**src/rtl/q24_8_fixed_point_alu_core_macros.svh**
```systemverilog
// assertion macros for the fixed-point unit
`ifndef Q24_8_FIXED_POINT_ALU_CORE_MACROS_SVH
`define Q24_8_FIXED_POINT_ALU_CORE_MACROS_SVH

// property that must hold in the same cycle
`define Q24_ASSERT(lbl, prop, msg) \
  lbl: assert property (@(posedge clk_i) disable iff (!rst_ni) prop) else $error(msg);

// property whose consequent is checked in the cycle after the antecedent
`define Q24_ASSERT_NEXT(lbl, ante, cons, msg) \
  lbl: assert property (@(posedge clk_i) disable iff (!rst_ni) ante |=> cons) else $error(msg);

`endif

```
**src/rtl/q24alu_pkg.sv**
```systemverilog
// shared types and operation codes of the fixed-point unit
package q24alu_pkg;

  localparam int DATA_W = 32;
  localparam int OP_W   = 5;
  localparam int SIG_W  = 24;

  typedef enum logic [OP_W-1:0] {
    OP_ADD        = 5'd0,
    OP_SUB        = 5'd1,
    OP_MUL        = 5'd2,
    OP_DIV        = 5'd3,
    OP_LT         = 5'd4,
    OP_LE         = 5'd5,
    OP_GT         = 5'd6,
    OP_GE         = 5'd7,
    OP_EQ         = 5'd8,
    OP_NE         = 5'd9,
    OP_MIN        = 5'd10,
    OP_MAX        = 5'd11,
    OP_INC        = 5'd12,
    OP_FROM_INT   = 5'd13,
    OP_FROM_FLOAT = 5'd14,
    OP_TO_INT     = 5'd15,
    OP_TO_FLOAT   = 5'd16
  } op_e;

  typedef struct packed {
    logic            vld;
    logic [OP_W-1:0] op;
    logic            cmp;
    logic            err;
    logic            neg;
  } ctl_t;

endpackage

```
**src/rtl/q24alu_front.sv**
```systemverilog
// first compute stage: simple ops, product, float decode and chain setup
module q24alu_front #(
  parameter int FRACTION_BITS = 8,
  parameter int DW = 40,
  parameter int CW = 6
) (
  input  logic                 clk_i,
  input  logic                 rst_ni,
  input  logic                 en_i,
  input  logic                 vld_i,
  input  logic [4:0]           op_i,
  input  logic signed [31:0]   a_i,
  input  logic signed [31:0]   b_i,
  output q24alu_pkg::ctl_t     ctl_o,
  output logic [31:0]          res_o,
  output logic signed [63:0]   prod_o,
  output logic [DW-1:0]        dvd_o,
  output logic [31:0]          rem_o,
  output logic [31:0]          dvs_o,
  output logic [CW-1:0]        cnt_o
);
  import q24alu_pkg::*;

  ctl_t               ctl_d, ctl_q;
  logic [31:0]        res_d, res_q;
  logic signed [63:0] prod_q;
  logic [DW-1:0]      dvd_d, dvd_q;
  logic [31:0]        dvs_d, dvs_q;
  logic [31:0]        abs_a, abs_b;
  logic [31:0]        f2x_res;
  logic               f2x_err;

  assign abs_a = a_i[31] ? 32'(-a_i) : 32'(a_i);
  assign abs_b = b_i[31] ? 32'(-b_i) : 32'(b_i);

  always_comb begin
    logic [7:0]  e;
    logic [22:0] mg;
    logic [23:0] sig;
    logic [63:0] sigw;
    logic [63:0] rsh;
    logic [63:0] magw;
    logic [63:0] limit;
    logic        ovf;
    logic [5:0]  shamt;
    logic [4:0]  kk;
    int          sh;
    int          k;
    e      = a_i[30:23];
    mg     = a_i[22:0];
    sig    = {1'b1, mg};
    sigw   = {40'b0, sig};
    rsh    = '0;
    limit  = a_i[31] ? 64'h8000_0000 : 64'h7FFF_FFFF;
    ovf    = 1'b0;
    magw   = '0;
    shamt  = '0;
    kk     = '0;
    sh     = int'(e) - 150 + FRACTION_BITS;
    k      = -sh;
    f2x_err = 1'b0;
    f2x_res = '0;
    if (e == 8'hFF) begin
      f2x_err = 1'b1;
      f2x_res = (mg != '0) ? 32'h0 : limit[31:0];
    end else if (e != 8'h00) begin
      if (sh >= 40) begin
        ovf = 1'b1;
      end else if (sh >= 0) begin
        shamt = sh[5:0];
        magw  = sigw << shamt;
      end else if (k <= 25) begin
        kk   = k[4:0];
        rsh  = sigw >> (kk - 5'd1);
        magw = (sigw >> kk) + {63'b0, rsh[0]};
      end
      if (ovf || magw > limit) begin
        f2x_err = 1'b1;
        f2x_res = limit[31:0];
      end else begin
        f2x_res = a_i[31] ? 32'(-magw[31:0]) : magw[31:0];
      end
    end
  end

  always_comb begin
    ctl_d     = '0;
    ctl_d.vld = vld_i;
    ctl_d.op  = op_i;
    res_d     = '0;
    dvd_d     = '0;
    dvs_d     = '0;
    case (op_i)
      OP_ADD:        res_d = 32'(a_i + b_i);
      OP_SUB:        res_d = 32'(a_i - b_i);
      OP_MUL:        res_d = '0;
      OP_DIV: begin
        dvd_d     = {abs_a, {FRACTION_BITS{1'b0}}};
        dvs_d     = abs_b;
        ctl_d.neg = a_i[31] ^ b_i[31];
        ctl_d.err = (b_i == '0);
      end
      OP_LT:         ctl_d.cmp = (a_i <  b_i);
      OP_LE:         ctl_d.cmp = (a_i <= b_i);
      OP_GT:         ctl_d.cmp = (a_i >  b_i);
      OP_GE:         ctl_d.cmp = (a_i >= b_i);
      OP_EQ:         ctl_d.cmp = (a_i == b_i);
      OP_NE:         ctl_d.cmp = (a_i != b_i);
      OP_MIN:        res_d = (a_i < b_i) ? a_i : b_i;
      OP_MAX:        res_d = (a_i < b_i) ? b_i : a_i;
      OP_INC:        res_d = 32'(a_i + 32'sd1);
      OP_FROM_INT:   res_d = 32'(a_i <<< FRACTION_BITS);
      OP_FROM_FLOAT: begin
        res_d     = f2x_res;
        ctl_d.err = f2x_err;
      end
      OP_TO_INT:     res_d = 32'(a_i >>> FRACTION_BITS);
      OP_TO_FLOAT: begin
        dvd_d     = {{FRACTION_BITS{1'b0}}, abs_a};
        ctl_d.neg = a_i[31];
      end
      default:       ctl_d.op = op_i;
    endcase
  end

  always_ff @(posedge clk_i or negedge rst_ni) begin
    if (!rst_ni) begin
      ctl_q <= '0;
    end else if (en_i) begin
      ctl_q <= ctl_d;
    end
  end

  always_ff @(posedge clk_i) begin
    if (en_i) begin
      res_q  <= res_d;
      prod_q <= 64'(a_i) * 64'(b_i);
      dvd_q  <= dvd_d;
      dvs_q  <= dvs_d;
    end
  end

  assign ctl_o  = ctl_q;
  assign res_o  = res_q;
  assign prod_o = prod_q;
  assign dvd_o  = dvd_q;
  assign rem_o  = '0;
  assign dvs_o  = dvs_q;
  assign cnt_o  = '0;

endmodule

```
**config.mk**
```make
export PLATFORM = sky130hd
export DESIGN_NAME = q24alu_front
export DESIGN_NICKNAME = d
export VERILOG_FILES = /design/src/rtl/q24_8_fixed_point_alu_core_macros.svh /design/src/rtl/q24alu_pkg.sv /design/src/rtl/q24alu_front.sv
export SDC_FILE = /design/constraint.sdc
export NUM_CORES = 2
export LEC_CHECK = 0
export BUFFER_PORTS_ARGS = -buffer_cell sky130_fd_sc_hd__buf_2
export CAP_MARGIN = 20
export CORE_MARGIN = 2
export CORE_UTILIZATION = 45
export CTS_CLUSTER_DIAMETER = 60
export DETAILED_ROUTE_END_ITERATION = 16
export SLEW_MARGIN = 15
export SYNTH_ARGS = -nofsm -noshare
export SYNTH_HDL_FRONTEND = slang
export SYNTH_SLANG_ARGS = --single-unit
```
**constraint.sdc**
```tcl
create_clock -name clk_i -period 0.8 [get_ports clk_i]
set_input_delay 0.08 -clock clk_i [delete_from_list [all_inputs] [get_ports clk_i]]
set_output_delay 0.08 -clock clk_i [all_outputs]
set_load 0.05 [all_outputs]
```
==> out/metrics.yaml <==
antenna_found_initial: 10
synth_compound_area_share_pct: 9.717
drtPass1Iterations: 8
io_buffers: 249
die_h_um: 353.4
first_global_vias: 52660
drv_cap: 0
layout_setup_ws_ns: -6.982
critical_path_class: "in2reg"
cts_sinks: 177
worstSkewPairLatency_ns: 0.55
clockBufferDepth: 2
timing.fmax_mhz: 128.5
ys_async_sr_fraction_pct: 5.085
synth.distinct_cells: 98
wire_per_inst_um: 23.03
synth_top_family_by_area: "adder cells"
layout-drive-gt1-share_pct: 31.54
rsz0062_at_grt: "yes"
min_period_over_period_pct: 972.7
crit_buf_inv: 10
ys_seq_area_share_pct: 9.591
hp-class: "in2reg"
ios: 288
grt_start_max_net_pins: 102
cp.arrival_ns: 8.10
regToRegEndpoint: "ctl_o[3]"
grt_first_pass_wirelength_um: 322500
synth.mux.area_fraction_pct: 3.614
holdPathStages: 2
synthFlopType: "edfxtp_1"
status: "finished, violations left"
nNetsFinal: 8998
root_buffer: "clkbuf_16"
wl_met3_um: 18040
drc: 0
dp_hpwl_um: 172500
synthCells: 6202
finalMaxSlewViolations: 0
clk_pin_slew_ns: 0.08
synth_simple_gate_area_share_pct: 14.79
skew_ns: 0
drt_iter0_markers: 4418
crit_fanout: 5
start_util_pct: 45.26
tightest_slew_ns: 0.7473
cpMostUsedCell: "fa_1"
core_area_um2: 121400
slowest_stage: "fa_1"
synth_area_um2: 54950
gp_congestion: 0.9918
worstReg2RegStart: "ctl_o[3]"
slew_headroom_pct: 50.18
routed_wl_um: 210700
cpPeakStageDelay_ns: 0.55
placed_cells: 8936
syn_to_final_growth_pct: 33.93
antenna_left: 0
synth-xor-area-share_pct: 3.571
row_count: 128
reg2reg_slack_ns: 0.01
yosysWarnings: 0
overflow: 0
reg2reg_depth: 1
cts_max_level: 4
synth.avg_cell_area_um2: 8.859
min_to: "res_o[30]"
synth_adder_area_share_pct: 47.10
grt_util_all_layers_pct: 34.29
num_vias: 50000
worst_setup_path_end_kind: "flip-flop"
die_area_um2: 124900
cts_made_buffers: 17
wl_met1_um: 85050
wl_met2_um: 96320
fp.dieW_um: 353.4
crit_family: "adder cells"
fin_cells: 9151
hold_path.startpoint: "en_i"
setup_viol: 353
hold_viol: 0
via_per_inst: 5.464
violations: "setup timing"
synth_edf_count: 168
required_ns: 1.11
top_layer: "met5"
start_kind: "input pin"
period_needed_ns: 7.782
cts_tree: "done"
synth_seq_cells: 177
==> logic make-up after synthesis <==
kind of cell | Yosys count
AND/OR/NAND/NOR | 1789
buffers and inverters | 1649
adder cells (fa/ha/maj) | 1418
AO/OA/AOI/OAI | 808
XOR/XNOR | 218
flip-flops | 177
multiplexers | 142
other | 1
==> per-layer routing <==
layer	vias up	GRT usage (%)
met2	2126	53.87
li1	22010	-
met1	25400	45.99
met3	462	6.686
met4	4	15.72
met5	-	0
==> cells in the mapped netlist (25+ instances only) <==
library cell,count,share of area (%)
a211oi_1,25,0.34
a21o_1,74,1.0
a21oi_1,207,1.9
a221oi_1,27,0.43
a31oi_1,25,0.28
and2_1,166,1.9
buf_1,80,0.55
buf_4,44,0.60
clkbuf_1,267,1.8
edfxtp_1,168,9.2
fa_1,1084,39
ha_1,334,7.6
inv_1,1226,8.4
mux2_2,41,0.84
mux2i_1,60,1.1
mux4_2,41,1.7
nand2_1,919,6.3
nand2b_1,66,0.75
nand3_1,50,0.46
nand4_1,45,0.51
nor2_1,319,2.2
nor2b_1,34,0.39
nor3_1,54,0.49
nor4_1,26,0.30
o21ai_0,140,1.3
o21bai_1,29,0.40
o22ai_1,54,0.61
o31ai_1,29,0.40
xnor2_1,149,2.4
xor2_1,65,1.0
==> worst max-delay path by stage <==
stage / cells past startpoint / from / slack, ns / endpoint
after floorplan: 38 / a_i[23] / -7.17 / prod_o[60]
after global placement: 34 / a_i[19] / -7.99 / prod_o[62]
after detailed placement: 33 / a_i[17] / -7.97 / prod_o[60]
after CTS: 34 / a_i[5] / -7.00 / prod_o[60]
after global routing: 33 / b_i[13] / -7.33 / prod_o[62]
final: 35 / a_i[26] / -6.98 / prod_o[62]
==> sequential cells by signal (all words and copies together), names as in the netlist <==
register  cells
prod_o       64
res_o        32
dvs_o        32
dvd_o        40
ctl_o         9
==> cells in the final DEF (no fill, tap or decap), types with 160 or more instances in the layout <==
cell	instances
ha_1	272
a21oi_1	164
inv_1	1164
buf_2	191
buf_4	1187
nand2_1	848
nor2_1	289
and2_1	160
edfxtp_1	168
fa_1	1019
==> through the flow <==
step / hold slack, ns / setup WS, ns / instance area, um2 / util, % / setup TNS, ns
CTS: 0.01056 / -7.000 / 71420 / 58.83 / -691.97
finish: 0.03358 / -6.982 / 73590 / 60.62 / -685.81
floorplan: -0.2156 / -7.165 / 57790 / - / -621.36
global placement: -0.05163 / -7.988 / 67870 / 55.91 / -791.95
detailed placement: -0.03888 / -7.974 / 67870 / 55.91 / -794.72
global route: 0.02293 / -7.329 / 73580 / 60.61 / -715.87
==> timing repair <==
item	in CTS	in global routing
gates resized for setup	489	427
cloned	9	3
pin swaps	133	213
endpoints found under the setup margin	346	355
endpoints found under the hold margin	22	0
setup buffers	98	71
hold buffers	7	0
==> area by class of cell <==
cell class	count	area, um2
fillers	10530	47810
multi-input cells	4413	46690
repair buffers	1656	14230
flip-flops and latches	177	5278
inverters	1242	4778
well taps	1625	2033
clock buffers	17	425.4
clock inverters	15	146.4
diodes	6	15.01
Power is left out: the tool's default activity adds up to more than one toggle a clock period on the data nets, which glitch-free logic cannot reach.
