==> src/rtl/q24_8_fixed_point_alu_core_macros.svh <==
// assertion macros for the fixed-point unit
`ifndef Q24_8_FIXED_POINT_ALU_CORE_MACROS_SVH
`define Q24_8_FIXED_POINT_ALU_CORE_MACROS_SVH

// property that must hold in the same cycle
`define Q24_ASSERT(lbl, prop, msg) \
  lbl: assert property (@(posedge clk_i) disable iff (!rst_ni) prop) else $error(msg);

// property whose consequent is checked in the cycle after the antecedent
`define Q24_ASSERT_NEXT(lbl, ante, cons, msg) \
  lbl: assert property (@(posedge clk_i) disable iff (!rst_ni) ante |=> cons) else $error(msg);

`endif

==> src/rtl/q24alu_pkg.sv <==
// shared types and operation codes of the fixed-point unit
package q24alu_pkg;

  localparam int DATA_W = 32;
  localparam int OP_W   = 5;
  localparam int SIG_W  = 24;

  typedef enum logic [OP_W-1:0] {
    OP_ADD        = 5'd0,
    OP_SUB        = 5'd1,
    OP_MUL        = 5'd2,
    OP_DIV        = 5'd3,
    OP_LT         = 5'd4,
    OP_LE         = 5'd5,
    OP_GT         = 5'd6,
    OP_GE         = 5'd7,
    OP_EQ         = 5'd8,
    OP_NE         = 5'd9,
    OP_MIN        = 5'd10,
    OP_MAX        = 5'd11,
    OP_INC        = 5'd12,
    OP_FROM_INT   = 5'd13,
    OP_FROM_FLOAT = 5'd14,
    OP_TO_INT     = 5'd15,
    OP_TO_FLOAT   = 5'd16
  } op_e;

  typedef struct packed {
    logic            vld;
    logic [OP_W-1:0] op;
    logic            cmp;
    logic            err;
    logic            neg;
  } ctl_t;

endpackage

==> src/rtl/q24alu_back.sv <==
// last stage: product scaling, quotient sign, float packing, output register
module q24alu_back #(
  parameter int FRACTION_BITS = 8,
  parameter int DW = 40,
  parameter int CW = 6
) (
  input  logic                 clk_i,
  input  logic                 rst_ni,
  input  logic                 en_i,
  input  q24alu_pkg::ctl_t     ctl_i,
  input  logic [31:0]          res_i,
  input  logic signed [63:0]   prod_i,
  input  logic [DW-1:0]        dvd_i,
  input  logic [CW-1:0]        cnt_i,
  output logic                 vld_o,
  output logic signed [31:0]   res_o,
  output logic                 cmp_o,
  output logic                 err_o
);
  import q24alu_pkg::*;

  localparam logic [63:0] ROUND_BIAS = 64'((64'd1 << FRACTION_BITS) - 64'd1);

  logic               vld_q;
  logic [31:0]        res_d, res_q;
  logic               cmp_q, err_q;
  logic signed [63:0] prod_adj;
  logic [31:0]        quo;
  logic [23:0]        sig;
  logic [24:0]        sig_sum;
  logic               rnd;
  logic [7:0]         ex;
  logic [31:0]        flt;

  assign prod_adj = prod_i + (prod_i[63] ? $signed(ROUND_BIAS) : 64'sd0);
  assign quo      = ctl_i.neg ? 32'(-dvd_i[31:0]) : dvd_i[31:0];

  assign sig     = dvd_i[DW-1 -: SIG_W];
  assign rnd     = dvd_i[DW-SIG_W-1] & ((|dvd_i[DW-SIG_W-2:0]) | dvd_i[DW-SIG_W]);
  assign sig_sum = {1'b0, sig} + {24'b0, rnd};
  assign ex      = 8'(DW + 126 - FRACTION_BITS - int'(cnt_i) + int'(sig_sum[24]));
  assign flt     = (dvd_i == '0) ? 32'h0 :
                   {ctl_i.neg, ex, (sig_sum[24] ? sig_sum[23:1] : sig_sum[22:0])};

  always_comb begin
    res_d = res_i;
    case (ctl_i.op)
      OP_MUL:      res_d = prod_adj[FRACTION_BITS+31:FRACTION_BITS];
      OP_DIV:      res_d = ctl_i.err ? 32'h0 : quo;
      OP_TO_FLOAT: res_d = flt;
      default:     res_d = res_i;
    endcase
  end

  always_ff @(posedge clk_i or negedge rst_ni) begin
    if (!rst_ni) begin
      vld_q <= 1'b0;
    end else if (en_i) begin
      vld_q <= ctl_i.vld;
    end
  end

  always_ff @(posedge clk_i) begin
    if (en_i) begin
      res_q <= res_d;
      cmp_q <= ctl_i.cmp;
      err_q <= ctl_i.err;
    end
  end

  assign vld_o = vld_q;
  assign res_o = res_q;
  assign cmp_o = cmp_q;
  assign err_o = err_q;

endmodule

==> config.mk <==
export PLATFORM = sky130hd
export DESIGN_NAME = q24alu_back
export DESIGN_NICKNAME = d
export VERILOG_FILES = /design/src/rtl/q24_8_fixed_point_alu_core_macros.svh /design/src/rtl/q24alu_pkg.sv /design/src/rtl/q24alu_back.sv
export SDC_FILE = /design/constraint.sdc
export NUM_CORES = 1
export LEC_CHECK = 0
export BUFFER_PORTS_ARGS = -buffer_cell sky130_fd_sc_hd__buf_4
export CORE_ASPECT_RATIO = 0.6
export CORE_MARGIN = 2
export CORE_UTILIZATION = 52
export DETAILED_ROUTE_END_ITERATION = 16
export PLACE_DENSITY = 0.87
export SYNTH_ARGS = -nofsm -noshare
export SYNTH_HDL_FRONTEND = slang
export SYNTH_SLANG_ARGS = --single-unit
export TNS_END_PERCENT = 10
==> constraint.sdc <==
create_clock -name clk_i -period 1.95 [get_ports clk_i]
set_input_delay 0.195 -clock clk_i [delete_from_list [all_inputs] [get_ports clk_i]]
set_output_delay 0.195 -clock clk_i [all_outputs]
set_load 0.05 [all_outputs]
==> flow_summary.toml, run 1 <==
[cts]
cts_sinks = 35
cts_root_buf = "clkbuf_16"
htree_levels = 2
clockBufferDepth = 2
numCtsBuffers = 5

[synth]
synth_top_family_by_area = "simple AND/OR/NAND/NOR gates"
ys_seq_elements = 35
synth_cell_types = 58
syn_inst = 489
synthMuxAreaShare_pct = 0.7786
yosys.area.top_type_share_pct = 25.41
async_flop_share_pct = 2.857
syn_area_per_cell_sq_um = 8.216
syn-num-nets = 654
synth-simple-area-share_pct = 26.56
syn-cell-area_sq_um = 4018
ys_seq_area_share_pct = 26.04
synthAdderAreaFrac_pct = 3.426
synth-edff-count = 34
synth-compound-area-share_pct = 21.64
yosysTopAreaCell = "edfxtp_1"
ys.flop_type = "edfxtp_1"
ys_warn_count = 0
synth_xor_area_share_pct = 16.79
synth_area_leaders = "edfxtp_1 25%, xnor2_1 11%, xor2_1 5.9%, nand2_1 4.0%, ha_1 3.4%"

[global_routing]
grt_usage_pct = 94.95
grt_overflow = 588
grt_max_degree = 36

[floorplan]
dieHeight_um = 72.09
die_x_um = 117.5
initial_core_util_pct = 54.39
rows = 24
pin_count = 189

[run_status]
status = "did not finish"
error = "[ERROR GRT-0232] Routing congestion too high. Check the congestion heatmap in the GUI."
haltStage = "global routing"

[place]
dp_slack_ns = -0.6909
gp_congestion = 1.147
port_buffers = 165
dp.final_hpwl_um = 14680

[timing]
postGrtWorstEndpoint = "res_o[16]$_DFFE_PP_/D"
worst-ep-kind = "sequential cell input"
[cells by family after synthesis]
logic type | count (synthesis)
mux | 3
compound gates | 123
flops | 35
simple gates | 198
xor+xnor | 77
buf+inv | 42
fa+ha+maj | 11
[metrics by stage]
stage / instances / hold WS (ns) / cell area, sq um / utilization, %
2_1_floorplan: 489 / -0.1006 / 4030 / -
3_3_place_gp: 852 / -0.03011 / 6238 / 84.45
3_5_place_dp: 852 / -0.02889 / 6238 / 84.45
4_1_cts: 864 / 0.08755 / 6725 / 91.04
[per-layer routing]
metal / overflow / GRT usage [%]
met1: 4 / 86.78
met2: 421 / 124.7
met3: 4 / 72.48
met4: 159 / 109.6
met5: 0 / 28.98
[repair_timing]
action | CTS
setup endpoints to repair | 31
hold buffers | 1
resized for setup | 68
pin swaps | 13
endpoints found under the hold margin | 1
buffers inserted | 3
[synth_stat cells, types with 7 or more instances]
| master | number |
|---|---|
| clkbuf_1 | 27 |
| o31ai_1 | 17 |
| o211ai_1 | 14 |
| nor2_1 | 26 |
| a22oi_1 | 12 |
| a222oi_1 | 7 |
| edfxtp_1 | 34 |
| o21ai_0 | 27 |
| inv_1 | 7 |
| nand3_1 | 24 |
| xor2_1 | 27 |
| nor3_1 | 25 |
| or3_1 | 7 |
| a21oi_1 | 9 |
| nand2_1 | 43 |
| nor4_1 | 13 |
| ha_1 | 11 |
| xnor2_1 | 50 |
| nand4_1 | 13 |
==> run 2: changes to the inputs <==
CORE_ASPECT_RATIO = unset   (was 0.6)
CORE_UTILIZATION = 40   (was 52)
PLACE_DENSITY = unset   (was 0.87)
PLACE_DENSITY_LB_ADDON = 0.15   (was unset)
==> flow_summary.toml, run 2 <==
[global_routing]
grt-busiest-layer = "met2"
antenna_found_initial = 0
grt_overflow = 0
grtUsageMet1_pct = 41.28
grt_pass1_wl_um = 26990
grt_max_degree = 34
grt_usage_pct = 31.20
grtUsageMet3_pct = 4.637
met2_usage_pct = 53.67
first_global_vias = 5252

[timing]
clock_skew_ns = 0
maxSlewHeadroom_pct = 52.91
fmax_mhz = 449.9
holdWs_ns = 0.07903
rsz0062_at_grt = "yes"
fin_ws_ns = -0.2725
setup_violations = 27
drv_slew = 0
hold_viol = 0
period_share_pct = 114.0
worst_pin_slew_ns = 0.7062
min_period_ns = 2.222

[detailed_routing]
wl_per_cell_um = 18.91
drt-vias-per-instance = 5.638
first_pass_iters = 5
drc = 0
drt_wl_total_um = 17190
first_iter_violations = 458
vias = 5125
final_antenna_net_count = 0

[setup_path]
reg2reg_depth = 1
critPathCaptureType = "flip-flop"
arrival_ns = 2.24
worstReg2RegEnd = "vld_o"
startpoint_type = "input pin"
crit_top_cell = "or3_4"
cpPeakStageDelay_ns = 0.55
path_class = "in -> reg"
cp.required_ns = 1.97
worstSetupStartpoint = "dvd_i[23]"
worstPathMaxFanout = 4
worstSetupEndpoint = "res_o[1]"
worstPathCellList = "buf_6, or3_4, or3_4, or4_4, and2_4, a222oi_1, o21ai_1"
r2r_setup_slack_ns = 1.18
r2r-start = "vld_o"
cp_slowest_cell = "or4_4"

[layout]
largest_reg_flops = 32
antenna_cells = 0
area_growth_syn_to_layout_pct = 74.49
post-route-util_pct = 71.72
final_common_cell = "buf_4"
final_nets = 940
fill_cells = 815
layout-drive-gt1-share_pct = 50.13
most-common-layout-cells = "297 x buf_4, 50 x xnor2_1, 41 x nand2_1"

[cts]
htree_levels = 2
clockBufferDepth = 2
cts_sinks = 35
numCtsBuffers = 5
clk_pin_slew_ns = 0.08
cts_root_buf = "clkbuf_8"
cts_tree = "yes"
insertion_delay_ns = 0.29

[floorplan]
die_area_sq_um = 10860
pin_count = 189
fp.coreArea_sq_um = 9774
die_x_um = 104.2
initial_core_util_pct = 41.10
dieHeight_um = 104.2
rows = 36

[synth]
synth_cell_types = 58
synth-edff-count = 34
yosysTopAreaCell = "edfxtp_1"
ys.flop_type = "edfxtp_1"
syn-num-nets = 654
ys_warn_count = 0
yosys.area.top_type_share_pct = 25.41
synth_area_leaders = "edfxtp_1 25%, xnor2_1 11%, xor2_1 5.9%, nand2_1 4.0%, ha_1 3.4%"
async_flop_share_pct = 2.857
syn_inst = 489
syn_area_per_cell_sq_um = 8.216
yosys-top-cells-count = "50 x xnor2_1, 43 x nand2_1, 34 x edfxtp_1"
ys_seq_area_share_pct = 26.04
ys_seq_elements = 35
yosysMostFrequentCell = "xnor2_1"
syn-cell-area_sq_um = 4018

[place]
dp.final_hpwl_um = 13970
port_buffers = 165
gp_congestion = 0.9301

[power_and_ir_drop]
powerDensity_nw_per_um2 = 427.4
leakage_nw = 2.855
peakVddDrop_v = 0.0003715
fin_total_pwr_mw = 2.996

[run_status]
violations = "setup timing"
status = "finished, violations left"

[min_path]
min_from = "ctl_i[2]"
hold_path.class = "in -> reg"
whs_path_depth = 1

[run]
max_cap_violations = 0
-- run 2: cell counts after synthesis --
No cell type changed its count.
-- run 2: final cells by class --
| class | instances | area [sq um] | share of cell area (%) |
|---|---|---|---|
| sequential | 35 | 1046 | 14.92 |
| multi-input combinational | 412 | 3186 | 45.44 |
| clock buffer | 6 | 82.58 | 1.178 |
| inverter | 7 | 41.29 | 0.5890 |
| timing repair buffer | 314 | 2450 | 34.95 |
| tap | 133 | 166.4 | 2.374 |
| clock inverter | 2 | 38.79 | 0.5533 |
-- run 2: per-stage QoR --
step                TNS, ns  setup slack (ns)  instance area, sq um  std cells
floorplan            -10.05           -0.4779                  4030        489
global placement     -16.81           -0.7010                  6372        894
detailed placement   -19.08           -0.7959                  6372        894
CTS                  -4.300           -0.2680                  6822        908
global route         -6.228           -0.3441                  7010        909
finish               -3.787           -0.2725                  7010        909
-- run 2: logic make-up (layout without fill, tap and decap cells) --
kind of cell             Yosys count  in the layout  share of synthesized area (%)
AO/OA/AOI/OAI                    123            123                          21.64
buffers and inverters             42            329                          4.765
XOR/XNOR                          77             77                          16.79
AND/OR/NAND/NOR                  198            198                          26.56
adder cells (fa/ha/maj)           11             11                          3.426
multiplexers                       3              3                         0.7786
flip-flops                        35             35                          26.04
-- run 2: what timing repair did --
item,4_1_cts,5_1_grt
endpoints found under the setup margin,32,32
resized for setup,58,42
hold endpoints to repair,1,0
pin swaps,16,19
setup buffers,5,1
hold buffers,1,0
cloned,0,0
-- run 2: worst max-delay path, delay by kind of cell --
family	cells	cell delay, ns
buffers and inverters	1	0.09
AOI/OAI and AO/OA	2	0.49
and+or+nand+nor	4	1.45
-- run 2: where the power goes --
part	total (mW)	internal, mW	switching, mW
sequential	0.930	0.905	0.0247
combinational	1.35	0.610	0.744
clock	0.712	0.421	0.291
total	3.00	1.94	1.06
-- run 2: worst min-delay path by stage --
| stage | endpoint | slack, ns |
|---|---|---|
| after floorplan | vld_o | -0.10 |
| after global placement | vld_o | -0.03 |
| after detailed placement | vld_o | -0.03 |
| after CTS | cmp_o | 0.07 |
| after global routing | cmp_o | 0.07 |
| final | cmp_o | 0.08 |
-- run 2: per-layer routing --
metal | vias to the layer above | routed length [um]
met3 | 18 | 1273
met2 | 241 | 8484
met5 | - | 0
met1 | 2413 | 7222
li1 | 2453 | -
met4 | 0 | 212
Note: power is estimated with default switching activity, not from simulation.
