File: config.mk
export PLATFORM = sky130hd
export DESIGN_NAME = q24alu_cell
export DESIGN_NICKNAME = d
export VERILOG_FILES = /design/src/rtl/q24_8_fixed_point_alu_core_macros.svh /design/src/rtl/q24alu_pkg.sv /design/src/rtl/q24alu_cell.sv
export SDC_FILE = /design/constraint.sdc
export NUM_CORES = 1
export LEC_CHECK = 0
export ABC_AREA = 1
export BUFFER_PORTS_ARGS = -buffer_cell sky130_fd_sc_hd__buf_2
export CORE_MARGIN = 5
export CORE_UTILIZATION = 41
export DETAILED_ROUTE_END_ITERATION = 10
export PLACE_DENSITY = 0.73
export SLEW_MARGIN = 10
export SYNTH_ARGS = -nofsm -noshare
export SYNTH_HDL_FRONTEND = slang
export SYNTH_SLANG_ARGS = --single-unit
File: constraint.sdc
create_clock -name clk_i -period 1.7 [get_ports clk_i]
set_clock_uncertainty 0.1 [all_clocks]
set_input_delay 0.17 -clock clk_i [delete_from_list [all_inputs] [get_ports clk_i]]
set_output_delay 0.17 -clock clk_i [all_outputs]
set_load 0.1 [all_outputs]
File: src/rtl/q24_8_fixed_point_alu_core_macros.svh
// assertion macros for the fixed-point unit
`ifndef Q24_8_FIXED_POINT_ALU_CORE_MACROS_SVH
`define Q24_8_FIXED_POINT_ALU_CORE_MACROS_SVH

// property that must hold in the same cycle
`define Q24_ASSERT(lbl, prop, msg) \
  lbl: assert property (@(posedge clk_i) disable iff (!rst_ni) prop) else $error(msg);

// property whose consequent is checked in the cycle after the antecedent
`define Q24_ASSERT_NEXT(lbl, ante, cons, msg) \
  lbl: assert property (@(posedge clk_i) disable iff (!rst_ni) ante |=> cons) else $error(msg);

`endif

File: src/rtl/q24alu_pkg.sv
// shared types and operation codes of the fixed-point unit
package q24alu_pkg;

  localparam int DATA_W = 32;
  localparam int OP_W   = 5;
  localparam int SIG_W  = 24;

  typedef enum logic [OP_W-1:0] {
    OP_ADD        = 5'd0,
    OP_SUB        = 5'd1,
    OP_MUL        = 5'd2,
    OP_DIV        = 5'd3,
    OP_LT         = 5'd4,
    OP_LE         = 5'd5,
    OP_GT         = 5'd6,
    OP_GE         = 5'd7,
    OP_EQ         = 5'd8,
    OP_NE         = 5'd9,
    OP_MIN        = 5'd10,
    OP_MAX        = 5'd11,
    OP_INC        = 5'd12,
    OP_FROM_INT   = 5'd13,
    OP_FROM_FLOAT = 5'd14,
    OP_TO_INT     = 5'd15,
    OP_TO_FLOAT   = 5'd16
  } op_e;

  typedef struct packed {
    logic            vld;
    logic [OP_W-1:0] op;
    logic            cmp;
    logic            err;
    logic            neg;
  } ctl_t;

endpackage

File: src/rtl/q24alu_cell.sv
// chain cell: one quotient bit or one normalize step per cycle while en_i is high
module q24alu_cell #(
  parameter int DW = 40,
  parameter int CW = 6
) (
  input  logic                 clk_i,
  input  logic                 rst_ni,
  input  logic                 en_i,
  input  q24alu_pkg::ctl_t     ctl_i,
  input  logic [31:0]          res_i,
  input  logic signed [63:0]   prod_i,
  input  logic [DW-1:0]        dvd_i,
  input  logic [31:0]          rem_i,
  input  logic [31:0]          dvs_i,
  input  logic [CW-1:0]        cnt_i,
  output q24alu_pkg::ctl_t     ctl_o,
  output logic [31:0]          res_o,
  output logic signed [63:0]   prod_o,
  output logic [DW-1:0]        dvd_o,
  output logic [31:0]          rem_o,
  output logic [31:0]          dvs_o,
  output logic [CW-1:0]        cnt_o
);
  import q24alu_pkg::*;

  ctl_t               ctl_q;
  logic [31:0]        res_q, rem_d, rem_q, dvs_q;
  logic signed [63:0] prod_q;
  logic [DW-1:0]      dvd_d, dvd_q;
  logic [CW-1:0]      cnt_d, cnt_q;
  logic [32:0]        trial, diff;
  logic               ge;

  assign trial = {rem_i, dvd_i[DW-1]};
  assign ge    = (trial >= {1'b0, dvs_i});
  assign diff  = trial - {1'b0, dvs_i};

  always_comb begin
    rem_d = rem_i;
    dvd_d = dvd_i;
    cnt_d = cnt_i;
    if (ctl_i.op == OP_DIV) begin
      rem_d = ge ? diff[31:0] : trial[31:0];
      dvd_d = {dvd_i[DW-2:0], ge};
    end else if (ctl_i.op == OP_TO_FLOAT) begin
      if (!dvd_i[DW-1] && dvd_i != '0) begin
        dvd_d = {dvd_i[DW-2:0], 1'b0};
        cnt_d = cnt_i + CW'(1);
      end
    end
  end

  always_ff @(posedge clk_i or negedge rst_ni) begin
    if (!rst_ni) begin
      ctl_q <= '0;
    end else if (en_i) begin
      ctl_q <= ctl_i;
    end
  end

  always_ff @(posedge clk_i) begin
    if (en_i) begin
      res_q  <= res_i;
      prod_q <= prod_i;
      dvd_q  <= dvd_d;
      rem_q  <= rem_d;
      dvs_q  <= dvs_i;
      cnt_q  <= cnt_d;
    end
  end

  assign ctl_o  = ctl_q;
  assign res_o  = res_q;
  assign prod_o = prod_q;
  assign dvd_o  = dvd_q;
  assign rem_o  = rem_q;
  assign dvs_o  = dvs_q;
  assign cnt_o  = cnt_q;

endmodule

==> results of run 1 <==
## synthesized netlist by cell type, drive strengths merged
cell type,number,area share (%)
nand2,468,16
edfxtp,206,56
inv,177,6.0
nand3,104,4.8
nor2,71,2.6
ha,33,3.8
nand3b,25,1.7
a21oi,18,0.85
buf,15,0.97
xnor2,13,1.0
clkbuf,11,0.38
nand4,10,0.63
dfrtp,9,2.0
and2,7,0.40
mux2,7,0.72
xor2,7,0.56
clkinv,5,0.17
nor3,4,0.18
nor4,3,0.31
a21o,2,0.14
and3,1,0.057
fa,1,0.18
nor3b,1,0.11
o21ai,1,0.045
## final timing paths
kind / from / cells past startpoint / end / slack, ns
max reg2reg: ctl_o[7] / 1 / ctl_o[7] / 0.78
min in group asynchronous: rst_ni / 3 / ctl_o[4] / 0.62
min reg2reg: ctl_o[6] / 1 / ctl_o[6] / 0.40
min: rem_i[10] / 4 / rem_o[10] / -0.006
max in group asynchronous: rst_ni / 3 / ctl_o[5] / 0.51
max: dvs_i[30] / 14 / rem_o[1] / -0.03
## critical path, delay by kind of cell
| kind | cells | cell delay [ns] |
|---|---|---|
| adder cells (fa/ha/maj) | 1 | 0.25 |
| AND/OR/NAND/NOR | 7 | 0.73 |
| AO/OA/AOI/OAI | 2 | 0.32 |
| buffers and inverters | 4 | 0.44 |
## stage by stage
step	hold WS (ns)	cells	power [µW]	TNS, ns
finish	-0.00600	2400	18400	-0.231
global route	0.0129	2393	18900	-1.95
CTS	0.000133	2369	18000	0
detailed placement	-0.0496	2113	12600	-24.96
global placement	-0.0544	2113	12500	-23.37
floorplan	-0.226	1199	10900	-3.27
## flip-flops by register name (all words and copies together) (netlist names)
signal and cells:
cnt_o 6, ctl_o 9, res_o 32, dvs_o 32, rem_o 32, prod_o 64
dvd_o 40
## repair_timing
| action | in CTS | in global routing |
|---|---|---|
| pin swaps | 0 | 45 |
| setup endpoints to repair | 3 | 76 |
| setup buffers | 0 | 12 |
| hold buffers | 213 | 1 |
| hold endpoints to repair | 246 | 1 |
| gates cloned | 0 | 9 |
| resized for setup | 3 | 114 |
## report_power, final
group	internal [µW]	switching (µW)	total, µW
Combinational	1820	4930	6750
Sequential	6300	164	6460
Clock	2960	2210	5170
Total	11100	7310	18400
## metal layers
metal	up-vias	part of all wire (%)
met5	-	0
met4	0	5.3
met3	183	10
met2	794	49
met1	5774	36
li1	5557	-
## cells in the final DEF (no fill, tap or decap), drive strengths merged, types with 2 or more instances in the layout
cell,instances
xnor2,13
nand4,10
xor2,7
dlygate4sd3,212
nor2,71
buf,611
nor3,4
dfrtp,9
clkbuf,36
ha,33
a21oi,18
diode,12
bufinv,2
nand2,468
a21o,2
dlymetal6s4s,2
and2,7
inv,179
mux2,7
nand3b,25
clkinv,13
nand3,104
edfxtp,206
nor4,3
## layout make-up
type / instances / area share [%]
sequential: 215 / 33.8
timing repair buffer: 831 / 31.6
multi-input combinational: 776 / 24.4
inverter: 182 / 3.82
clock buffer: 30 / 3.33
tap: 341 / 2.25
clock inverter: 13 / 0.692
antenna: 12 / 0.158
## cell families (layout without fill, tap and decap cells)
logic type | count (synthesis) | in the layout
simple gates | 694 | 694
flops | 215 | 215
buf+inv | 208 | 1056
fa+ha+maj | 34 | 34
compound gates | 21 | 21
xor+xnor | 20 | 20
mux | 7 | 7
other cells | 0 | 12
==> impl_metrics.json, run 1 <==
{
  "crit_chain": "buf_6 > inv_4 > ha_4 > a21o_1 > nand2_1 > nand2_2 > a21oi_4 > nand2_2 > nor2_4 > buf_4 > clkbuf_16 > nand3_1 > nand3_1 > nand2_1",
  "top_usage_layer": "met2",
  "place_area_um2": 15400,
  "synth_mux_area_share_pct": 0.716,
  "grt_start_max_net_pins": 43,
  "worstMarginPinSlew_ns": 0.556,
  "rsz0062_at_grt": "yes",
  "synth_xor_area_share_pct": 1.59,
  "die_height_um": 174,
  "status": "complete, but fails checks",
  "finalMaxSlewViolations": 0,
  "yosys_register_bits": 215,
  "multi_input_comb_area_um2": 4630,
  "final_area_um2": 19000,
  "worst-path-max-fanout": 7,
  "core_area_um2": 26700,
  "gp_congestion": 0.928,
  "htree_levels": 1,
  "post-dp-hpwl_um": 32700,
  "drtIter0Drc": 1600,
  "grtUsageMet3_pct": 6.67,
  "startpoint_type": "primary input",
  "dieArea_um2": 30200,
  "grt_util_met2_pct": 51.8,
  "wl_per_cell_um": 20.4,
  "yosys.area_share.simple_pct": 26.9,
  "synth_top_family_by_area": "simple AND/OR/NAND/NOR gates",
  "fmax_ghz": 0.579,
  "worstPathArrival_ns": 1.92,
  "grt_pass1_vias": 12291,
  "cts.sinks": 215,
  "hold_viol": 1,
  "pre_cts_ws_ns": -0.566,
  "numCtsBuffers": 24,
  "power.density_nw_per_um2": 968,
  "slew_headroom_pct": 63.2,
  "synth_area_um2": 11000,
  "cts.path.max_buffers": 3,
  "seqCellArea_um2": 6410,
  "vias": 12308,
  "yosys_warnings": 0,
  "setup_viol": 15,
  "synth_fp_nets": 1451,
  "vdd_drop_max_uv": 685,
  "io_pins": 433,
  "drive_gt1_share_pct": 41.1,
  "synthDistinctLibCells": 35,
  "syn_to_final_growth_pct": 72.6,
  "viasPerCell": 5.13,
  "grt.met1_usage_pct": 36.0,
  "io_buffer_count": 432,
  "initial_core_util_pct": 41.3,
  "synthCells": 1199,
  "track_usage_pct": 29.9,
  "path_clk_slew_ns": 0.06,
  "layout_setup_ws_ns": -0.0284,
  "violations": "negative hold slack, negative setup slack",
  "root_buffer": "clkbuf_16",
  "postLayoutCoreUtil_pct": 71.3,
  "clkLatencyLatePin_ns": 0.53,
  "grt_pass1_wl_um": 71100,
  "fp.dieW_um": 174,
  "synth-seq-area-share_pct": 58.3,
  "maxCapViolations": 0,
  "route.detailed.drc": 0,
  "cts_tree": "done",
  "final.min_clock_period_ns": 1.73,
  "grt_antenna_before_repair": 8,
  "hold_class": "in2reg",
  "cpMaxStageDelayCell": "nor2_4",
  "drt-total-wl_um": 49000,
  "synthAdderAreaFrac_pct": 3.93,
  "max_stage_delay_ns": 0.26,
  "crit_required_ns": 1.89,
  "syn_avg_cell_area_um2": 9.18,
  "nets": 2282,
  "synth_compound_area_share_pct": 1.03,
  "ant_nets": 0,
  "grt_overflow_total": 0,
  "worstSetupPathType": "in2reg",
  "num-fill-cells": 1836,
  "fin_crit_sh_pct": 102,
  "hold_slack_ns": -0.00600,
  "endpoint_kind": "flop",
  "rows": 60,
  "dr.pass1.iters": 6,
  "leakagePower_uw": 0.00921
}
Power figures use the tool's default switching activity.
==> run 2: changes to the inputs <==
--- a/config.mk
+++ b/config.mk
@@ -11,6 +11,7 @@
 export CORE_UTILIZATION = 41
 export DETAILED_ROUTE_END_ITERATION = 10
 export PLACE_DENSITY = 0.73
+export SETUP_SLACK_MARGIN = 0.3
 export SLEW_MARGIN = 10
 export SYNTH_ARGS = -nofsm -noshare
 export SYNTH_HDL_FRONTEND = slang
==> impl_metrics.json, run 2 (synthesized netlist as in run 1, its figures left out) <==
{
  "place_inst": 2096,
  "endpoint_kind": "flop",
  "path_clk_slew_ns": 0.07,
  "drive_gt1_share_pct": 49.8,
  "fmax_ghz": 0.515,
  "rows": 60,
  "pre_cts_ws_ns": -0.648,
  "swShare_pct": 39.5,
  "track_usage_pct": 33.8,
  "cpMaxStageDelayCell": "ha_4",
  "ant_nets": 0,
  "vias": 14183,
  "grt_pass1_vias": 13082,
  "cts.sinks": 215,
  "violations": "negative setup slack",
  "pwr-share-seq_pct": 31.6,
  "cts_tree": "done",
  "grt_antenna_before_repair": 14,
  "rsz0062_at_grt": "yes",
  "final_area_um2": 22700,
  "p_sw_uw": 8370,
  "root_buffer": "clkbuf_16",
  "viasPerCell": 5.77,
  "worst-path-buf-inv": 4,
  "crit_required_ns": 1.91,
  "leakagePower_uw": 0.0106,
  "route.detailed.drc": 0,
  "hold_viol": 0,
  "drt-total-wl_um": 66800,
  "dieArea_um2": 30200,
  "io_pins": 433,
  "htree_levels": 1,
  "slew_headroom_pct": 54.5,
  "drtIter0Drc": 2002,
  "p_int_uw": 12800,
  "startpoint_type": "primary input",
  "final_cell_mix": "nand2_1 (318), dlygate4sd3_1 (216), edfxtp_1 (206), buf_6 (202), buf_4 (192)",
  "power_frac_comb_pct": 39.9,
  "final_common_cell": "nand2_1",
  "power.density_nw_per_um2": 933,
  "cts.path.max_buffers": 3,
  "fp.dieW_um": 174,
  "crit_family": "simple AND/OR/NAND/NOR gates",
  "crit_chain": "buf_6 > inv_2 > ha_4 > nand2_1 > nor2_1 > buf_4 > inv_1 > nor2_1 > nand2_1 > nand3_2 > nand2_1 > nand3_1 > nand3_2 > nand2_1 > nand2_1",
  "clkLatencyLatePin_ns": 0.55,
  "worstMarginPinSlew_ns": 0.680,
  "worstSetupPathType": "in2reg",
  "layout_setup_ws_ns": -0.243,
  "finalMaxSlewViolations": 0,
  "final.min_clock_period_ns": 1.94,
  "clockPowerShare_pct": 28.5,
  "wl_per_cell_um": 27.2,
  "grt_pass1_wl_um": 79200,
  "largest_register_ffs": 64,
  "status": "complete, but fails checks",
  "io_buffer_count": 432,
  "vdd_drop_max_uv": 752,
  "core_area_um2": 26700,
  "crit_top_cell": "nand2_1",
  "numCtsBuffers": 24,
  "post-dp-hpwl_um": 32600,
  "worst-path-max-fanout": 4,
  "hold_class": "in2reg",
  "syn_to_final_growth_pct": 107,
  "nets": 2335,
  "setup_viol": 24,
  "final_cells": 2459,
  "grt_start_max_net_pins": 52,
  "worstPathArrival_ns": 2.15,
  "max_stage_delay_ns": 0.30,
  "gp_congestion": 0.942,
  "maxCapViolations": 0,
  "initial_core_util_pct": 41.3,
  "dr.pass1.iters": 9,
  "place_area_um2": 15400,
  "grt_overflow_total": 0,
  "num-fill-cells": 1126,
  "die_height_um": 174,
  "hold_slack_ns": 0.0948,
  "fin_crit_sh_pct": 114
}
[run 2: changes by cell type in the layout (fill, tap and decap cells not counted), moves of 28 or more]
| cell | before | now |
|---|---|---|
| nand2_2 | 46 | 96 |
| buf_12 | 12 | 83 |
| nand2_4 | 17 | 50 |
| nand2_1 | 402 | 318 |
| buf_2 | 422 | 164 |
| nand3_1 | 96 | 68 |
| buf_6 | 10 | 202 |
[run 2: per-layer routing]
layer  up-vias  part of all wire (%)  track usage [%]
met3       526                    13             9.23
met5         -                 0.022                0
met1      6586                    30             38.5
met4         2                    10             15.6
met2      1411                    47             59.2
li1       5658                     -                -
[run 2: worst register-to-register path: cells and delay by family (launching register included)]
| family | cells | cell delay, ns |
|---|---|---|
| DFF | 1 | 0.45 |
| AOI/OAI and AO/OA | 1 | 0.36 |
| buffers and inverters | 1 | 0.16 |
| and+or+nand+nor | 1 | 0.04 |
[run 2: power groups by stage]
stage                     logic [µW]  registers [µW]  clock network (µW)
after global routing            8620            6720                6220
final                           8460            6710                6040
after detailed placement        5980            6560                   0
after floorplan                 1220            9670                   0
after global placement          5930            6550                   0
after CTS                       7290            6530                5850
[run 2: final cells by class]
type	count	area [µm²]	area share, %
flip-flops and latches	215	6410	28.2
well taps	341	427	1.88
multi-input cells	777	5390	23.7
inverters	182	744	3.27
clock buffers	28	626	2.75
clock inverters	15	240	1.06
diodes	18	45.0	0.198
repair buffers	883	8860	39.0
[run 2: worst paths after layout]
kind | start | to | slack [ns] | cells past startpoint
setup / recovery | dvs_i[9] | rem_o[27] | -0.24 | 15
max in group asynchronous | rst_ni | ctl_o[0] | 0.34 | 3
hold reg to reg | ctl_o[5] | ctl_o[5] | 0.46 | 1
setup reg to reg | ctl_o[3] | ctl_o[3] | 0.45 | 3
hold / removal | dvd_i[39] | dvd_o[39] | 0.09 | 4
min in group asynchronous | rst_ni | ctl_o[8] | 0.68 | 3
[run 2: repair_timing]
action,4_1_cts,5_1_grt
buffers inserted,46,23
endpoints found under the hold margin,229,0
hold buffers,219,0
resized for setup,471,572
pin swaps,75,96
endpoints found under the setup margin,248,282
gates cloned,7,7
[run 2: per-stage QoR]
stage,util (%),total power [µW],TNS [ns]
5_1_grt,85.2,21600,-2.32
3_5_place_dp,57.7,12500,-23.82
6_report,85.3,21200,-1.59
4_1_cts,77.4,19700,0
2_1_floorplan,-,10900,-3.27
3_3_place_gp,57.7,12500,-21.91
==> run 3: changes to the inputs <==
==> constraint.sdc (replaced) <==
create_clock -name clk_i -period 1.7 [get_ports clk_i]
set_clock_uncertainty 0.1 [all_clocks]
set_input_delay 0.085 -clock clk_i [delete_from_list [all_inputs] [get_ports clk_i]]
set_output_delay 0.085 -clock clk_i [all_outputs]
set_load 0.1 [all_outputs]
==> impl_metrics.json, run 3 (synthesized netlist as in run 1, its figures left out) <==
{
  "dr.pass1.iters": 6,
  "nets": 2288,
  "crit_chain": "buf_2 > inv_1 > ha_4 > nand2_4 > nor2_4 > nand2_2 > nor2_4 > nand3b_1 > nand2_2 > nor2_4 > nand2_8 > buf_12 > clkbuf_16 > nand2_2 > nand3_2 > nand2_1",
  "startpoint_type": "primary input",
  "grt_antenna_before_repair": 10,
  "syn_to_final_growth_pct": 83.7,
  "dieArea_um2": 30200,
  "power.density_nw_per_um2": 954,
  "reg2reg_depth": 2,
  "drive_gt1_share_pct": 43.4,
  "pwr-share-seq_pct": 33.9,
  "route.detailed.drc": 0,
  "r2r_slack_ns": 0.73,
  "cpMaxStageDelayCell": "ha_4",
  "vdd_drop_max_uv": 781,
  "pre_cts_ws_ns": -0.496,
  "clockPowerShare_pct": 27.8,
  "initial_core_util_pct": 41.3,
  "crit_end": "rem_o[23]",
  "endpoint_kind": "flop",
  "drtIter0Drc": 1381,
  "gp_congestion": 0.965,
  "maxCapViolations": 0,
  "clkLatencyLatePin_ns": 0.54,
  "layout_setup_ws_ns": 0.0828,
  "ant_nets": 0,
  "htree_levels": 1,
  "final_cell_mix": "nand2_1 (382), buf_4 (323), dlygate4sd3_1 (220), edfxtp_1 (206), buf_2 (196)",
  "cts.path.max_buffers": 3,
  "r2r_start": "ctl_o[4]",
  "p_sw_uw": 7610,
  "grt_pass1_wl_um": 76900,
  "grt_start_max_net_pins": 72,
  "postLayoutCoreUtil_pct": 75.8,
  "num-fill-cells": 1662,
  "cts_tree": "done",
  "hold_class": "in2reg",
  "startpoint": "dvs_i[9]",
  "grt_pass1_vias": 12809,
  "largest_register_ffs": 64,
  "max_stage_delay_ns": 0.31,
  "final.min_clock_period_ns": 1.62,
  "leakagePower_uw": 0.00963,
  "path_clk_slew_ns": 0.06,
  "swShare_pct": 39.5,
  "power_frac_comb_pct": 38.3,
  "p_int_uw": 11700,
  "viasPerCell": 5.20,
  "drt-total-wl_um": 52800,
  "core_area_um2": 26700,
  "io_pins": 433,
  "numCtsBuffers": 24,
  "fin_crit_sh_pct": 95.1,
  "vias": 12485,
  "setup_viol": 0,
  "io_buffer_count": 432,
  "fp.dieW_um": 174,
  "worstMarginPinSlew_ns": 0.626,
  "post-dp-hpwl_um": 33300,
  "fmax_ghz": 0.618,
  "setup_tns_ns": 0,
  "slew_headroom_pct": 58.1,
  "final_common_cell": "nand2_1",
  "worstSetupPathType": "in2reg",
  "rsz0062_at_grt": "yes",
  "grt_overflow_total": 0,
  "hold_slack_ns": 0.0196,
  "finalMaxSlewViolations": 0,
  "worst-path-max-fanout": 6,
  "rows": 60,
  "wl_per_cell_um": 22.0,
  "cts.sinks": 215,
  "track_usage_pct": 33.0,
  "status": "finished clean",
  "crit_required_ns": 1.89,
  "hold_viol": 0,
  "worstPathArrival_ns": 1.80,
  "timing.rr.end": "ctl_o[4]",
  "root_buffer": "clkbuf_16",
  "die_height_um": 174
}
==> run 3: cell types whose count changed in the layout (fill, tap and decap cells not counted), moves of 6 or more <==
cell      change
nand2_2      -45
diode_2      -10
buf_12       -70
nand2_1      +64
nand2_4      -16
nand3_2       -8
nor2_2        -6
nand3_1       +8
buf_4       +131
nor2_1        +9
clkbuf_1      +6
buf_6       -131
buf_2        +32
inv_1         +7
==> run 3: area by class of cell <==
cell class	count	area, µm²	area share (%)
diodes	8	20.0	0.0991
clock buffers	33	634	3.14
clock inverters	10	139	0.687
inverters	182	731	3.62
multi-input cells	777	4950	24.5
flip-flops and latches	215	6410	31.7
well taps	341	427	2.11
repair buffers	836	6900	34.1
==> run 3: layer usage <==
metal	global-route usage, %	part of all wire, %	vias up
met1	37.8	35	5914
li1	-	-	5569
met4	12.8	5.2	8
met3	8.62	9.5	186
met2	59.0	50	808
met5	0	0.11	-
==> run 3: timing repair <==
item,4_1_cts,5_1_grt
setup endpoints to repair,248,85
setup buffers,21,8
pin swaps,55,24
gates resized for setup,400,84
hold endpoints to repair,241,0
gates cloned,3,1
hold buffers,220,0
==> run 3: worst min path at each step <==
| stage | slack (ns) | cells after the start | to | startpoint |
|---|---|---|---|---|
| 3_5_place_dp | -0.13 | 1 | ctl_o[2] | rst_ni |
| 5_1_grt | 0.03 | 4 | dvd_o[39] | dvd_i[39] |
| 2_1_floorplan | -0.31 | 0 | ctl_o[0] | rst_ni |
| 4_1_cts | 0.004 | 6 | rem_o[30] | rem_i[29] |
| 3_3_place_gp | -0.13 | 1 | ctl_o[2] | rst_ni |
| 6_report | 0.02 | 6 | rem_o[30] | rem_i[29] |
==> run 3: power groups by stage <==
stage | Sequential [µW] | Combinational [µW] | Clock, µW
after CTS | 6470 | 7080 | 5320
after detailed placement | 6540 | 6000 | 0
final | 6530 | 7380 | 5360
after global routing | 6560 | 7640 | 5620
after floorplan | 9670 | 1220 | 0
after global placement | 6530 | 5960 | 0
==> run 3: critical path, delay by kind of cell <==
family                     cells  cell delay (ns)
buffers and inverters          4             0.43
and+or+nand+nor               11             0.98
adders and majority gates      1             0.31
==> run 3: per-stage QoR <==
stage | area [µm²] | instances | total power [µW]
2_1_floorplan | 11700 | 1199 | 10900
3_3_place_gp | 15300 | 2098 | 12500
6_report | 20200 | 2402 | 19300
5_1_grt | 20200 | 2398 | 19800
4_1_cts | 19800 | 2385 | 18900
3_5_place_dp | 15300 | 2098 | 12500
